### src/gqlw_pkg.sv
// ----------------------------------------------------------------------------
// gqlw_pkg: shared types and constants for the glyph quad layout unit
// Command codes, register indexes, glyph table entry, stage records and
// saturation helpers used across the layout pipeline.
// ----------------------------------------------------------------------------
package gqlw_pkg;

	localparam int GLYPH_ENTRIES = 256;
	localparam int MAX_CHARS     = 1024;
	localparam int FRAC_BITS     = 16;

	localparam int GI_W = $clog2(GLYPH_ENTRIES);
	localparam int CC_W = $clog2(MAX_CHARS);

	// command codes of an input beat
	localparam logic [1:0] CMD_LOAD    = 2'd0;
	localparam logic [1:0] CMD_RESTART = 2'd1;
	localparam logic [1:0] CMD_LAYOUT  = 2'd2;

	// configuration register indexes
	localparam logic [2:0] CFG_ORIGIN_X   = 3'd0;
	localparam logic [2:0] CFG_ORIGIN_Y   = 3'd1;
	localparam logic [2:0] CFG_LINE_WIDTH = 3'd2;
	localparam logic [2:0] CFG_INV_TEX_W  = 3'd3;
	localparam logic [2:0] CFG_INV_TEX_H  = 3'd4;
	localparam logic [2:0] CFG_LINE_STEP  = 3'd5;

	// register reset values
	localparam logic signed [20:0] ORIGIN_X_RST   = 21'sd0;
	localparam logic signed [20:0] ORIGIN_Y_RST   = 21'sd0;
	localparam logic [19:0]        LINE_WIDTH_RST = 20'd65536;
	localparam logic [16:0]        INV_TEX_W_RST  = 17'd256;
	localparam logic [16:0]        INV_TEX_H_RST  = 17'd256;
	localparam logic [19:0]        LINE_STEP_RST  = 20'd6554;

	localparam logic [7:0] SPACE_CODE  = 8'd32;
	localparam logic [1:0] LAST_CORNER = 2'd3;

	// 1.0 in the working precision
	localparam logic signed [32:0] ONE_Q = 33'(1) << FRAC_BITS;

	typedef struct packed {
		logic        [11:0] gx;
		logic        [11:0] gy;
		logic        [11:0] gw;
		logic        [11:0] gh;
		logic signed [11:0] xoff;
		logic signed [11:0] yoff;
		logic        [11:0] xadv;
	} glyph_t;

	typedef struct packed {
		logic signed [20:0] origin_x;
		logic signed [20:0] origin_y;
		logic        [19:0] line_width;
		logic        [16:0] inv_w;
		logic        [16:0] inv_h;
		logic        [19:0] line_step;
	} cfg_t;

	// record leaving the table lookup stage
	typedef struct packed {
		logic       restart;
		logic [7:0] code;
		glyph_t     g;
	} lookup_t;

	// record leaving the metric stages
	typedef struct packed {
		logic               restart;
		logic        [7:0]  code;
		logic        [28:0] cw;
		logic signed [29:0] yo;
		logic signed [30:0] chyo;
		logic signed [30:0] adv;
		logic signed [17:0] u1;
		logic signed [17:0] u2;
		logic signed [17:0] v1;
		logic signed [17:0] v2;
	} metric_t;

	function automatic logic signed [20:0] sat21(input logic signed [32:0] v);
		if (v > 33'sh0_000F_FFFF)
			return 21'sh0F_FFFF;
		else if (v < 33'sh1_FFF0_0000)
			return 21'sh10_0000;
		else
			return v[20:0];
	endfunction

	function automatic logic signed [17:0] sat18(input logic signed [32:0] v);
		if (v > 33'sh0_0001_FFFF)
			return 18'sh1_FFFF;
		else if (v < 33'sh1_FFFE_0000)
			return 18'sh2_0000;
		else
			return v[17:0];
	endfunction

endpackage

### src/gqlw_metric.sv
// ----------------------------------------------------------------------------
// gqlw_metric: scaling of glyph metrics
// Stage two multiplies the pixel metrics by the atlas reciprocals; stage
// three forms texture corners, advance and vertical extents.
// ----------------------------------------------------------------------------
module gqlw_metric import gqlw_pkg::*; (
	input  logic        clk,
	input  logic        arst_n,
	input  logic        in_v,
	input  lookup_t     lk,
	input  logic [16:0] inv_w,
	input  logic [16:0] inv_h,
	input  logic        out_take,
	output logic        take,
	output logic        s3_v,
	output metric_t     m
);

	logic               s2_v_q, s3_v_q;
	logic               s2_rdy, s3_rdy;
	logic               restart_s2;
	logic [7:0]         code_s2;
	logic [28:0]        p_gw_s2, p_gh_s2, p_gx_s2, p_gy_s2, p_xa_s2;
	logic signed [29:0] p_xo_s2, p_yo_s2;
	logic [28:0]        p_gw, p_gh, p_gx, p_gy, p_xa;
	logic signed [29:0] p_xo, p_yo;
	logic signed [32:0] u1w, u2w, v1w, v2w, chyo_w, adv_w;
	metric_t            m_s3;

	assign s3_rdy = !s3_v_q || out_take;
	assign s2_rdy = !s2_v_q || s3_rdy;
	assign take   = s2_rdy;

	// scale pixel metrics
	assign p_gw = {17'b0, lk.g.gw} * {12'b0, inv_w};
	assign p_gh = {17'b0, lk.g.gh} * {12'b0, inv_h};
	assign p_gx = {17'b0, lk.g.gx} * {12'b0, inv_w};
	assign p_gy = {17'b0, lk.g.gy} * {12'b0, inv_h};
	assign p_xa = {17'b0, lk.g.xadv} * {12'b0, inv_w};
	assign p_xo = lk.g.xoff * $signed({1'b0, inv_w});
	assign p_yo = lk.g.yoff * $signed({1'b0, inv_h});

	always_ff @(posedge clk or negedge arst_n) begin
		if (!arst_n) begin
			s2_v_q <= 1'b0;
			s3_v_q <= 1'b0;
		end else begin
			if (s2_rdy)
				s2_v_q <= in_v;
			if (s3_rdy)
				s3_v_q <= s2_v_q;
		end
	end

	always_ff @(posedge clk) begin
		if (s2_rdy) begin
			restart_s2 <= lk.restart;
			code_s2    <= lk.code;
			p_gw_s2    <= p_gw;
			p_gh_s2    <= p_gh;
			p_gx_s2    <= p_gx;
			p_gy_s2    <= p_gy;
			p_xa_s2    <= p_xa;
			p_xo_s2    <= p_xo;
			p_yo_s2    <= p_yo;
		end
	end

	// form texture corners and advance
	always_comb begin
		u1w    = $signed({4'b0, p_gx_s2});
		u2w    = $signed({4'b0, p_gx_s2}) + $signed({4'b0, p_gw_s2});
		v1w    = ONE_Q - $signed({4'b0, p_gy_s2});
		v2w    = v1w - $signed({4'b0, p_gh_s2});
		chyo_w = $signed({4'b0, p_gh_s2}) + $signed({{3{p_yo_s2[29]}}, p_yo_s2});
		adv_w  = $signed({4'b0, p_xa_s2}) + $signed({{3{p_xo_s2[29]}}, p_xo_s2});
	end

	always_ff @(posedge clk) begin
		if (s3_rdy) begin
			m_s3.restart <= restart_s2;
			m_s3.code    <= code_s2;
			m_s3.cw      <= p_gw_s2;
			m_s3.yo      <= p_yo_s2;
			m_s3.chyo    <= chyo_w[30:0];
			m_s3.adv     <= adv_w[30:0];
			m_s3.u1      <= sat18(u1w);
			m_s3.u2      <= sat18(u2w);
			m_s3.v1      <= sat18(v1w);
			m_s3.v2      <= sat18(v2w);
		end
	end

	assign s3_v = s3_v_q;
	assign m    = m_s3;

endmodule

### config.mk
export PLATFORM = sky130hd
export DESIGN_NAME = gqlw_metric
export DESIGN_NICKNAME = d
export VERILOG_FILES = /design/src/gqlw_pkg.sv /design/src/gqlw_metric.sv
export SDC_FILE = /design/constraint.sdc
export NUM_CORES = 2
export LEC_CHECK = 0
export ABC_CLOCK_PERIOD_IN_PS = 9700
export BUFFER_PORTS_ARGS = -buffer_cell sky130_fd_sc_hd__buf_2
export CAP_MARGIN = 20
export CORE_MARGIN = 2
export CORE_UTILIZATION = 60
export CTS_CLUSTER_SIZE = 20
export DETAILED_ROUTE_END_ITERATION = 16
export PLACE_DENSITY = 0.78
export SLEW_MARGIN = 25
export SYNTH_ARGS = -nofsm -noshare
export SYNTH_HDL_FRONTEND = slang
export SYNTH_SLANG_ARGS = --single-unit
### constraint.sdc
create_clock -name clk -period 9.7 [get_ports clk]
set_input_delay 0.485 -clock clk [delete_from_list [all_inputs] [get_ports clk]]
set_output_delay 0.485 -clock clk [all_outputs]
set_load 0.01 [all_outputs]
==> results by group <==
Final layout
  – Layout cells sized above 1: 7.00%
  – Non-Filler Instances: 8456
  – Area grow syn2layout: 6.56%
  – Final net count: 8817
  – Post-layout util: 64.4%

Global route
  – Vias in the first global route: 50.5k
  – Global Route Usage Sum: 28.3%
  – Largest net degree at the start of global routing: 67
  – Total gr overflow: 0
  – Initial antenna violation count: 16
  – First-pass GRT wire length: 252 mm

Detailed routing
  – Total Wirelength: 152 mm
  – Post-DRT Antenna Nets: 0
  – Vias per std cell: 5.60
  – Drt drc: 0
  – Avg WL per Cell: 18.0 um
  – DR vias: 47.3k
  – First-pass iteration count of the detailed router: 5
  – Initial DRC Count: 2905

Clock tree
  – CTS tree: done
  – CTS max path bufs: 3
  – CTS Sinks: 418
  – CTS buffer count: 47
  – CTS Root Cell: clkbuf_16
  – Htree depth: 2
  – Clock slew at reported path FFs: 60 ps
  – Clock Latency Late Sink: 600 ps

Critical path
  – R2r startpoint: p_gy_s2[4]
  – Endpoint type of the worst setup path: register
  – Max Fanout on Critical Path: 36
  – Kind of critical path: primary input to register
  – CP arrival: 7120 ps
  – WP data required: 10040 ps
  – CP startpoint kind: primary input
  – CP startpoint: inv_h[2]

Logic synthesis
  – Synthesized netlist cell count: 6869
  – Number of flops mapped to enable cells by yosys: 416
  – Synth Cell Area: 0.0647 mm2
  – Post-synth top area share: 32.7%
  – Synth cell types: 80
  – Syn Area/Cell: 9.43 um2
  – Area leader, netlist: fa_1
  – Seq/Total Area, Yosys: 19.4%
  – Yosys Warn Count: 0
  – Async SR Flop Fraction: 0.478%
  – #FFs+latches synth: 418
  – Area contributors post-synth: fa_1, edfxtp_1, ha_1, inv_1, nand2_1
  – Most common flop cell mapped by yosys: edfxtp_1

Place
  – Detailed placement HPWL: 120 mm
  – GPL Wtd Cong: 0.945
  – Placed cells: 8359
  – Input/output buffers: 334

Floorplan
  – Core footprint: 0.107 mm2
  – Std-Cell Rows: 120
  – IO Pins: 335
  – Die height: 332 um
  – Die footprint: 0.111 mm2
  – Die width: 332 um
  – Initial core utilization: 60.5%

Timing
  – Slew @ Worst Pin: 1090 ps
  – Unrepaired setup endpoints after global routing: false
  – Rel. slew slack: 27.6%
  – Max Slew Vio Count: 0
  – Fin crit period: 6770 ps
  – Period utilisation layout: 69.8%
  – Clk_skew: 18.3 ps
  – Fin Setup TNS: 0 ps
  – # setup viols final: 0
  – F_max: 0.148 GHz
  – Final hold vios: 0

Outcome
  – Status: finished clean

Hold path
  – HP Start: lk[91]
  – Hold crit path type: primary input to register

Pwr
  – Pleak: 34.0 nW
  – Power Density: 358 mW/mm2
  – Overall power: 24.7 mW
  – Peak ir drop on the vdd network: 0.321 mV

Run
  – Max-Cap Viols: 0
routing by layer:
metal	track usage [%]	vias to the layer above	part of all wire, %
met2	48.8	1693	49
met3	4.17	371	6.8
met1	34.6	23700	38
met5	0	-	0.061
li1	-	21500	-
met4	14.8	12	5.7
cell type report:
type | count | area, um2
fillers | 8630 | 38100
diodes | 10 | 25.0
well taps | 1403 | 1760
repair buffers | 368 | 1930
inverters | 1442 | 5410
flip-flops and latches | 418 | 12500
multi-input cells | 4729 | 45700
clock buffers | 52 | 1240
clock inverters | 34 | 354
worst max-delay path, cell delays in order:
cell and delay [ps]:
buf_2 610, nand2_1 190, fa_1 460, fa_1 470
fa_1 540, inv_1 50, fa_1 470, inv_1 50
fa_1 470, inv_1 40, ha_1 180, or3_1 430
nor3b_1 170, a221o_1 280, o41ai_1 590, o21ai_0 280
o41ai_1 590, o211ai_1 230, nor4_1 220, nor3_1 110
xor2_1 150
placed cells by master, fill, tap and decap left out, types with 79 or more instances in the layout:
master	instances
fa_1	1056
nand2_1	1014
nor2_1	201
and2_1	536
edfxtp_1	416
ha_1	624
o21ai_0	125
a21oi_1	207
a21o_1	86
inv_1	1441
xnor2_1	187
xor2_1	79
buf_2	334
stage by stage:
step / instance area (um2) / setup slack [ps] / hold WS (ps)
2_1_floorplan: 64700 / 2190 / 189
3_3_place_gp: 67400 / 2550 / 270
3_5_place_dp: 67400 / 2440 / 273
4_1_cts: 69000 / 3090 / 26.4
5_1_grt: 69000 / 2470 / 42.3
6_report: 69000 / 2930 / 63.5
synth_stat cells, types with 5 or more instances:
master        n
inv_1      1441
nor3_1       66
xnor2_1     187
o31a_1        5
o2111ai_1     7
o21ai_0     125
nand4_1      15
nand3_1      65
nor4_1       15
fa_1       1056
nor2b_1      47
a21o_1       86
a21oi_1     207
edfxtp_1    416
or2_2        30
and2_1      536
o21a_1       39
o211ai_1     17
ha_1        624
a31o_2        6
nand2b_1     52
o211a_1       5
or3_1        27
o31ai_1      20
nand2_1    1014
clkbuf_1    276
a2111oi_0     6
o41ai_1       7
a21boi_0      9
o21bai_1     27
nor2_1      201
mux2i_1       5
a211oi_1     21
a31oi_1      20
xor2_1       79
and3_1       24
what timing repair did:
item                                   4_1_cts  5_1_grt
hold buffers                                 1        0
resized for setup                            0        0
endpoints found under the hold margin        2        0
setup buffers                                0        0
worst paths after layout:
kind,cells after the start,slack (ps),to
min in group asynchronous,2,190,s3_v
hold reg to reg,0,420,m[195]
setup / recovery,21,2930,p_gh_s2[27]
max in group asynchronous,2,9410,s2_v_q
setup reg to reg,18,3960,m[10]
hold / removal,1,60,code_s2[7]
power breakdown:
part / internal [mW] / total [mW] / switching (mW)
Sequential: 3.66 / 4.19 / 0.527
Clock: 1.07 / 1.85 / 0.783
Combinational: 7.76 / 18.6 / 10.9
Total: 12.5 / 24.7 / 12.2
sequential cells by signal, summed over array words and instances (netlist names):
register,count
m,202
p_xa_s2,29
p_gh_s2,29
p_yo_s2,30
code_s2,8
s3_v,1
p_xo_s2,30
p_gy_s2,29
restart_s2,1
p_gx_s2,29
p_gw_s2,29
s2_v_q,1
cell families (layout without fill, tap and decap cells):
logic type	Yosys count	count (layout)	synth area share [%]
buffers and inverters	1723	1896	10.0
multiplexers	7	7	0.112
adder cells (fa/ha/maj)	1680	1680	44.7
AND/OR/NAND/NOR	2118	2118	15.6
XOR/XNOR	266	266	3.60
other	1	12	0.00579
AO/OA/AOI/OAI	656	656	6.55
flip-flops	418	418	19.4
No activity file was read; power rests on OpenSTA's default activity.
