**src/gqlw_pkg.sv**
```systemverilog
// ----------------------------------------------------------------------------
// gqlw_pkg: shared types and constants for the glyph quad layout unit
// Command codes, register indexes, glyph table entry, stage records and
// saturation helpers used across the layout pipeline.
// ----------------------------------------------------------------------------
package gqlw_pkg;

	localparam int GLYPH_ENTRIES = 256;
	localparam int MAX_CHARS     = 1024;
	localparam int FRAC_BITS     = 16;

	localparam int GI_W = $clog2(GLYPH_ENTRIES);
	localparam int CC_W = $clog2(MAX_CHARS);

	// command codes of an input beat
	localparam logic [1:0] CMD_LOAD    = 2'd0;
	localparam logic [1:0] CMD_RESTART = 2'd1;
	localparam logic [1:0] CMD_LAYOUT  = 2'd2;

	// configuration register indexes
	localparam logic [2:0] CFG_ORIGIN_X   = 3'd0;
	localparam logic [2:0] CFG_ORIGIN_Y   = 3'd1;
	localparam logic [2:0] CFG_LINE_WIDTH = 3'd2;
	localparam logic [2:0] CFG_INV_TEX_W  = 3'd3;
	localparam logic [2:0] CFG_INV_TEX_H  = 3'd4;
	localparam logic [2:0] CFG_LINE_STEP  = 3'd5;

	// register reset values
	localparam logic signed [20:0] ORIGIN_X_RST   = 21'sd0;
	localparam logic signed [20:0] ORIGIN_Y_RST   = 21'sd0;
	localparam logic [19:0]        LINE_WIDTH_RST = 20'd65536;
	localparam logic [16:0]        INV_TEX_W_RST  = 17'd256;
	localparam logic [16:0]        INV_TEX_H_RST  = 17'd256;
	localparam logic [19:0]        LINE_STEP_RST  = 20'd6554;

	localparam logic [7:0] SPACE_CODE  = 8'd32;
	localparam logic [1:0] LAST_CORNER = 2'd3;

	// 1.0 in the working precision
	localparam logic signed [32:0] ONE_Q = 33'(1) << FRAC_BITS;

	typedef struct packed {
		logic        [11:0] gx;
		logic        [11:0] gy;
		logic        [11:0] gw;
		logic        [11:0] gh;
		logic signed [11:0] xoff;
		logic signed [11:0] yoff;
		logic        [11:0] xadv;
	} glyph_t;

	typedef struct packed {
		logic signed [20:0] origin_x;
		logic signed [20:0] origin_y;
		logic        [19:0] line_width;
		logic        [16:0] inv_w;
		logic        [16:0] inv_h;
		logic        [19:0] line_step;
	} cfg_t;

	// record leaving the table lookup stage
	typedef struct packed {
		logic       restart;
		logic [7:0] code;
		glyph_t     g;
	} lookup_t;

	// record leaving the metric stages
	typedef struct packed {
		logic               restart;
		logic        [7:0]  code;
		logic        [28:0] cw;
		logic signed [29:0] yo;
		logic signed [30:0] chyo;
		logic signed [30:0] adv;
		logic signed [17:0] u1;
		logic signed [17:0] u2;
		logic signed [17:0] v1;
		logic signed [17:0] v2;
	} metric_t;

	function automatic logic signed [20:0] sat21(input logic signed [32:0] v);
		if (v > 33'sh0_000F_FFFF)
			return 21'sh0F_FFFF;
		else if (v < 33'sh1_FFF0_0000)
			return 21'sh10_0000;
		else
			return v[20:0];
	endfunction

	function automatic logic signed [17:0] sat18(input logic signed [32:0] v);
		if (v > 33'sh0_0001_FFFF)
			return 18'sh1_FFFF;
		else if (v < 33'sh1_FFFE_0000)
			return 18'sh2_0000;
		else
			return v[17:0];
	endfunction

endpackage

```
**src/gqlw_emit.sv**
```systemverilog
// ----------------------------------------------------------------------------
// gqlw_emit: cursor update and corner emitter
// Places each quad at the cursor, advances the cursor with word wrap on
// spaces, and sends the four corners as one beat each.
// ----------------------------------------------------------------------------
module gqlw_emit import gqlw_pkg::*; (
	input  logic               clk,
	input  logic               arst_n,
	input  logic               s3_v,
	input  metric_t            m,
	input  cfg_t               cfg,
	input  logic               out_stall,
	output logic               take,
	output logic               out_valid,
	output logic signed [20:0] vert_x,
	output logic signed [20:0] vert_y,
	output logic signed [17:0] tex_u,
	output logic signed [17:0] tex_v,
	output logic [11:0]        vertex_number,
	output logic               last
);

	logic signed [20:0] cur_x_q, cur_y_q, run_q;
	logic               wrap_q;
	logic [CC_W-1:0]    cc_q;
	logic               em_v_q;
	logic [1:0]         corner_q;
	logic signed [20:0] left_q, right_q, top_q, bot_q;
	logic signed [17:0] u1_q, u2_q, v1_q, v2_q;
	logic [11:0]        vn_base_q;

	logic               em_free, load, restart;
	logic signed [32:0] cxw, cyw;
	logic signed [20:0] top, bot, right, run_new, cx_new;
	logic               wrap_now, do_wrap;

	assign em_free = !em_v_q || ((corner_q == LAST_CORNER) && !out_stall);
	assign load    = s3_v && !m.restart && em_free;
	assign restart = s3_v && m.restart;
	assign take    = load || restart;

	// place quad and advance cursor
	always_comb begin
		cxw      = $signed({{12{cur_x_q[20]}}, cur_x_q});
		cyw      = $signed({{12{cur_y_q[20]}}, cur_y_q});
		top      = sat21(cyw - $signed({{3{m.yo[29]}}, m.yo}));
		bot      = sat21(cyw - $signed({{2{m.chyo[30]}}, m.chyo}));
		right    = sat21(cxw + $signed({4'b0, m.cw}));
		run_new  = sat21($signed({{12{run_q[20]}}, run_q}) +
			$signed({{2{m.adv[30]}}, m.adv}));
		cx_new   = sat21(cxw + $signed({{2{m.adv[30]}}, m.adv}));
		wrap_now = wrap_q ||
			($signed({{12{run_new[20]}}, run_new}) >= $signed({13'b0, cfg.line_width}));
		do_wrap  = wrap_now && (m.code == SPACE_CODE);
	end

	// cursor and line state
	always_ff @(posedge clk or negedge arst_n) begin
		if (!arst_n) begin
			cur_x_q <= ORIGIN_X_RST;
			cur_y_q <= ORIGIN_Y_RST;
			run_q   <= '0;
			wrap_q  <= 1'b0;
			cc_q    <= '0;
		end else if (restart) begin
			cur_x_q <= cfg.origin_x;
			cur_y_q <= cfg.origin_y;
			run_q   <= '0;
			wrap_q  <= 1'b0;
			cc_q    <= '0;
		end else if (load) begin
			if (do_wrap) begin
				cur_x_q <= cfg.origin_x;
				cur_y_q <= sat21(cyw - $signed({13'b0, cfg.line_step}));
				run_q   <= '0;
				wrap_q  <= 1'b0;
			end else begin
				cur_x_q <= cx_new;
				run_q   <= run_new;
				wrap_q  <= wrap_now;
			end
			if (cc_q == CC_W'(MAX_CHARS - 1))
				cc_q <= '0;
			else
				cc_q <= cc_q + 1'b1;
		end
	end

	// step through the four corners
	always_ff @(posedge clk or negedge arst_n) begin
		if (!arst_n) begin
			em_v_q   <= 1'b0;
			corner_q <= '0;
		end else if (load) begin
			em_v_q   <= 1'b1;
			corner_q <= '0;
		end else if (em_v_q && !out_stall) begin
			if (corner_q == LAST_CORNER)
				em_v_q <= 1'b0;
			corner_q <= corner_q + 1'b1;
		end
	end

	always_ff @(posedge clk) begin
		if (load) begin
			left_q    <= cur_x_q;
			right_q   <= right;
			top_q     <= top;
			bot_q     <= bot;
			u1_q      <= m.u1;
			u2_q      <= m.u2;
			v1_q      <= m.v1;
			v2_q      <= m.v2;
			vn_base_q <= 12'({cc_q, 2'b00});
		end
	end

	// corner select: top-left, bottom-left, bottom-right, top-right
	always_comb begin
		case (corner_q)
			2'd0: begin
				vert_x = left_q;  vert_y = top_q; tex_u = u1_q; tex_v = v1_q;
			end
			2'd1: begin
				vert_x = left_q;  vert_y = bot_q; tex_u = u1_q; tex_v = v2_q;
			end
			2'd2: begin
				vert_x = right_q; vert_y = bot_q; tex_u = u2_q; tex_v = v2_q;
			end
			default: begin
				vert_x = right_q; vert_y = top_q; tex_u = u2_q; tex_v = v1_q;
			end
		endcase
	end

	assign out_valid     = em_v_q;
	assign vertex_number = vn_base_q | {10'b0, corner_q};
	assign last          = (corner_q == LAST_CORNER);

endmodule

```
**config.mk**
```make
export PLATFORM = sky130hd
export DESIGN_NAME = gqlw_emit
export DESIGN_NICKNAME = d
export VERILOG_FILES = /design/src/gqlw_pkg.sv /design/src/gqlw_emit.sv
export SDC_FILE = /design/constraint.sdc
export NUM_CORES = 1
export LEC_CHECK = 0
export ABC_CLOCK_PERIOD_IN_PS = 22200
export BUFFER_PORTS_ARGS = -buffer_cell sky130_fd_sc_hd__buf_4
export CAP_MARGIN = 0
export CORE_MARGIN = 2
export CORE_UTILIZATION = 61
export CTS_CLUSTER_SIZE = 8
export DETAILED_ROUTE_END_ITERATION = 10
export PLACE_DENSITY = 0.95
export SYNTH_ARGS = -nofsm -noshare
export SYNTH_HDL_FRONTEND = slang
export SYNTH_SLANG_ARGS = --single-unit
```
**constraint.sdc**
```tcl
create_clock -name clk -period 22.2 [get_ports clk]
set_clock_uncertainty 0.15 [all_clocks]
set_input_delay 1.11 -clock clk [delete_from_list [all_inputs] [get_ports clk]]
set_output_delay 1.11 -clock clk [all_outputs]
set_load 0.1 [all_outputs]
```
==> impl_metrics.toml <==
[placed_design]
port_buffers = 380
dp_hpwl_mm = 49.5
place_congestion = 1.02

[synth]
netlist.area_leader.share = 0.243
synth_top_area_cell = "edfxtp_1"
synth_warnings = 0
ys_seq_area_frac = 0.336
synth_ff_type = "edfxtp_1"
yosys-top-cells-count = "a21oi_1, ha_1, o21ai_0, edfxtp_1, inv_1"
synth_edf_count = 166
synth_seq_cells = 243
synth.most_common_cell = "a21oi_1"
syn_area_mm2 = 0.0206
async_reset_ff_frac = 0.317
synth.distinct_cells = 81
synth_cells = 2277
synth_area_leaders = "edfxtp_1, ha_1, dfrtp_1"
avgSynthCellArea_um2 = 9.03
syn_nets = 2802

[finish]
drive_gt1_frac = 0.208
utilization = 0.745
finish.net_count = 3153
filler_cell_count = 2361
area_growth_pct = 21.0

[floorplan]
start_util = 0.616
io_pins = 415
std_cell_rows = 67
coreArea_mm2 = 0.0334
die_w_um = 188
dieArea_mm2 = 0.0352
die_h_um = 188

[clock_tree]
htreeDepth = 2
hold_buffers = 0
clk_path_buf_depth = 3
cts_setup_buffers = 0
cts_tree = "done"
clkTransAtPathRegs_ns = 0.06
numCtsBuffers = 36
cts-resized-gates = 0
clk_latency_ns = 0.53
cts_sinks = 243
cts-root-buf = "clkbuf_16"

[critical_path]
worst_path_largest_cell_delay_ns = 0.83
path_buf_inv = 4
crit_path_end_kind = "register"
cp_top_family = "compound AO/OA/AOI/OAI gates"
worst_ep_arrival_time_ns = 7.32
crit_path_start_kind = "input pin"
crit_slowest_cell = "nor2_2"
worstSetupPathType = "input pin to register"
critPathMaxFanout = 24
worstPathRequired_ns = 22.49

[pwr]
p_leak_nw = 11.0
peakVddDrop_mv = 0.161
p_per_area_mw_per_mm2 = 135

[global_routing]
grt_pass1_wl_mm = 101
grt.total_usage = 0.358
grt_max_degree = 97
first_global_vias = 19222
grt_antenna_before_repair = 2
grt_overflow = 0

[min_path]
min_path_type = "register to register"

[timing]
fin_tns_setup_ns = 0
drv_slew = 0
setup_violations = 0
finalCritPeriodShare = 0.317
tightest_slew_ns = 1.20
max_freq_mhz = 142
min_period_ns = 7.03
slew-limit-headroom = 0.197
hold_viol = 0
rsz0062_at_grt = "false"

[detailed_routing]
wl_per_cell_um = 21.1
finalWirelength_mm = 65.5
ant_nets = 0
drc = 0
drt_iter0_markers = 2163
firstDrtPassIters = 7
viasPerCell = 6.50
via_count = 20190

[job]
maxCapViolations = 0

[status]
status = "complete, no violations"
==> metal layers <==
| layer | track usage | up-vias | share of wire |
|---|---|---|---|
| met3 | 0.0644 | 226 | 0.097 |
| met1 | 0.463 | 9471 | 0.39 |
| met4 | 0.177 | 2 | 0.051 |
| met5 | 0 | - | 0.00020 |
| li1 | - | 9257 | - |
| met2 | 0.581 | 1234 | 0.46 |
==> path summary, 6_finish.rpt <==
kind | depth (start not counted) | end | slack, ns | startpoint
setup / recovery | 26 | cur_x_q[18]$_DFFE_PN0P_ | 15.17 | m[72]
hold / removal | 2 | cur_y_q[0]$_DFFE_PN0P_ | 0.33 | cur_y_q[0]$_DFFE_PN0P_
setup reg to reg | 25 | cur_x_q[18]$_DFFE_PN0P_ | 15.49 | run_q[0]$_DFFE_PN0P_
hold reg to reg | 2 | cur_y_q[0]$_DFFE_PN0P_ | 0.33 | cur_y_q[0]$_DFFE_PN0P_
max in group asynchronous | 1 | cur_y_q[9]$_DFFE_PN0P_ | 20.61 | arst_n
min in group asynchronous | 1 | cur_x_q[6]$_DFFE_PN0P_ | 0.61 | arst_n
==> sequential cells by signal, indices dropped and copies added, names as in the netlist <==
signal     count
bot_q         21
cur_x_q       21
cur_y_q       21
left_q        21
right_q       21
run_q         21
top_q         21
u1_q          18
u2_q          18
v1_q          18
v2_q          18
cc_q          10
vn_base_q     10
corner_q       2
out_valid      1
wrap_q         1
==> cell families after synthesis <==
| family | share of synthesized area |
|---|---|
| flip-flops | 0.336 |
| buffers and inverters | 0.0479 |
| XOR/XNOR | 0.0591 |
| adder cells (fa/ha/maj) | 0.126 |
| multiplexers | 0.0452 |
| AO/OA/AOI/OAI | 0.255 |
| AND/OR/NAND/NOR | 0.130 |
==> power by group <==
part	internal (mW)	switching [mW]
registers	0.582	0.0629
clock network	0.312	0.210
logic	0.698	1.49
==> stage by stage <==
step                      power (mW)  worst slack [ns]  hold slack, ns  cells  instance area (um^2)
after CTS                       3.32             15.43           0.338   3103                 24900
after global routing            3.51             14.90           0.369   3104                 24900
after floorplan                 2.31             12.80           0.299   2277                 20600
final                           3.36             15.17           0.331   3104                 24900
after global placement          2.73             15.12           0.312   3038                 23800
after detailed placement        2.78             14.98           0.325   3038                 23800
==> worst min-delay path: stages (launching register included) <==
cell and delay (ns):
dfrtp_1 0.34, nand2_1 0.05, o31ai_1 0.06
==> cells in the final DEF, fill, tap and decap left out, types with 23 or more instances in the layout <==
cell type,instances
xnor2_1,73
o22ai_1,34
o21ai_0,171
ha_1,197
a31oi_1,29
a21oi_1,238
edfxtp_1,166
nand2b_1,27
inv_1,163
nand2_1,155
a211o_1,29
xor2_1,62
and3_1,30
nand3_1,50
nor3_1,41
mux2_2,78
a21o_1,72
buf_4,400
dfrtp_1,77
o21a_1,27
clkbuf_16,36
a211oi_1,23
clkbuf_1,24
nor2_1,118
nand4_1,24
==> cell type report <==
type                       count  area, um^2  area share
multi-input combinational   1783       12700       0.511
sequential                   243        6910       0.278
timing repair buffer         400        3000       0.121
clock buffer                  62        1020      0.0410
inverter                     164         621      0.0250
tap                          448         561      0.0225
clock inverter                 3        45.0     0.00181
antenna                        1        2.50    0.000101
Note: power is estimated with default switching activity, not from simulation.
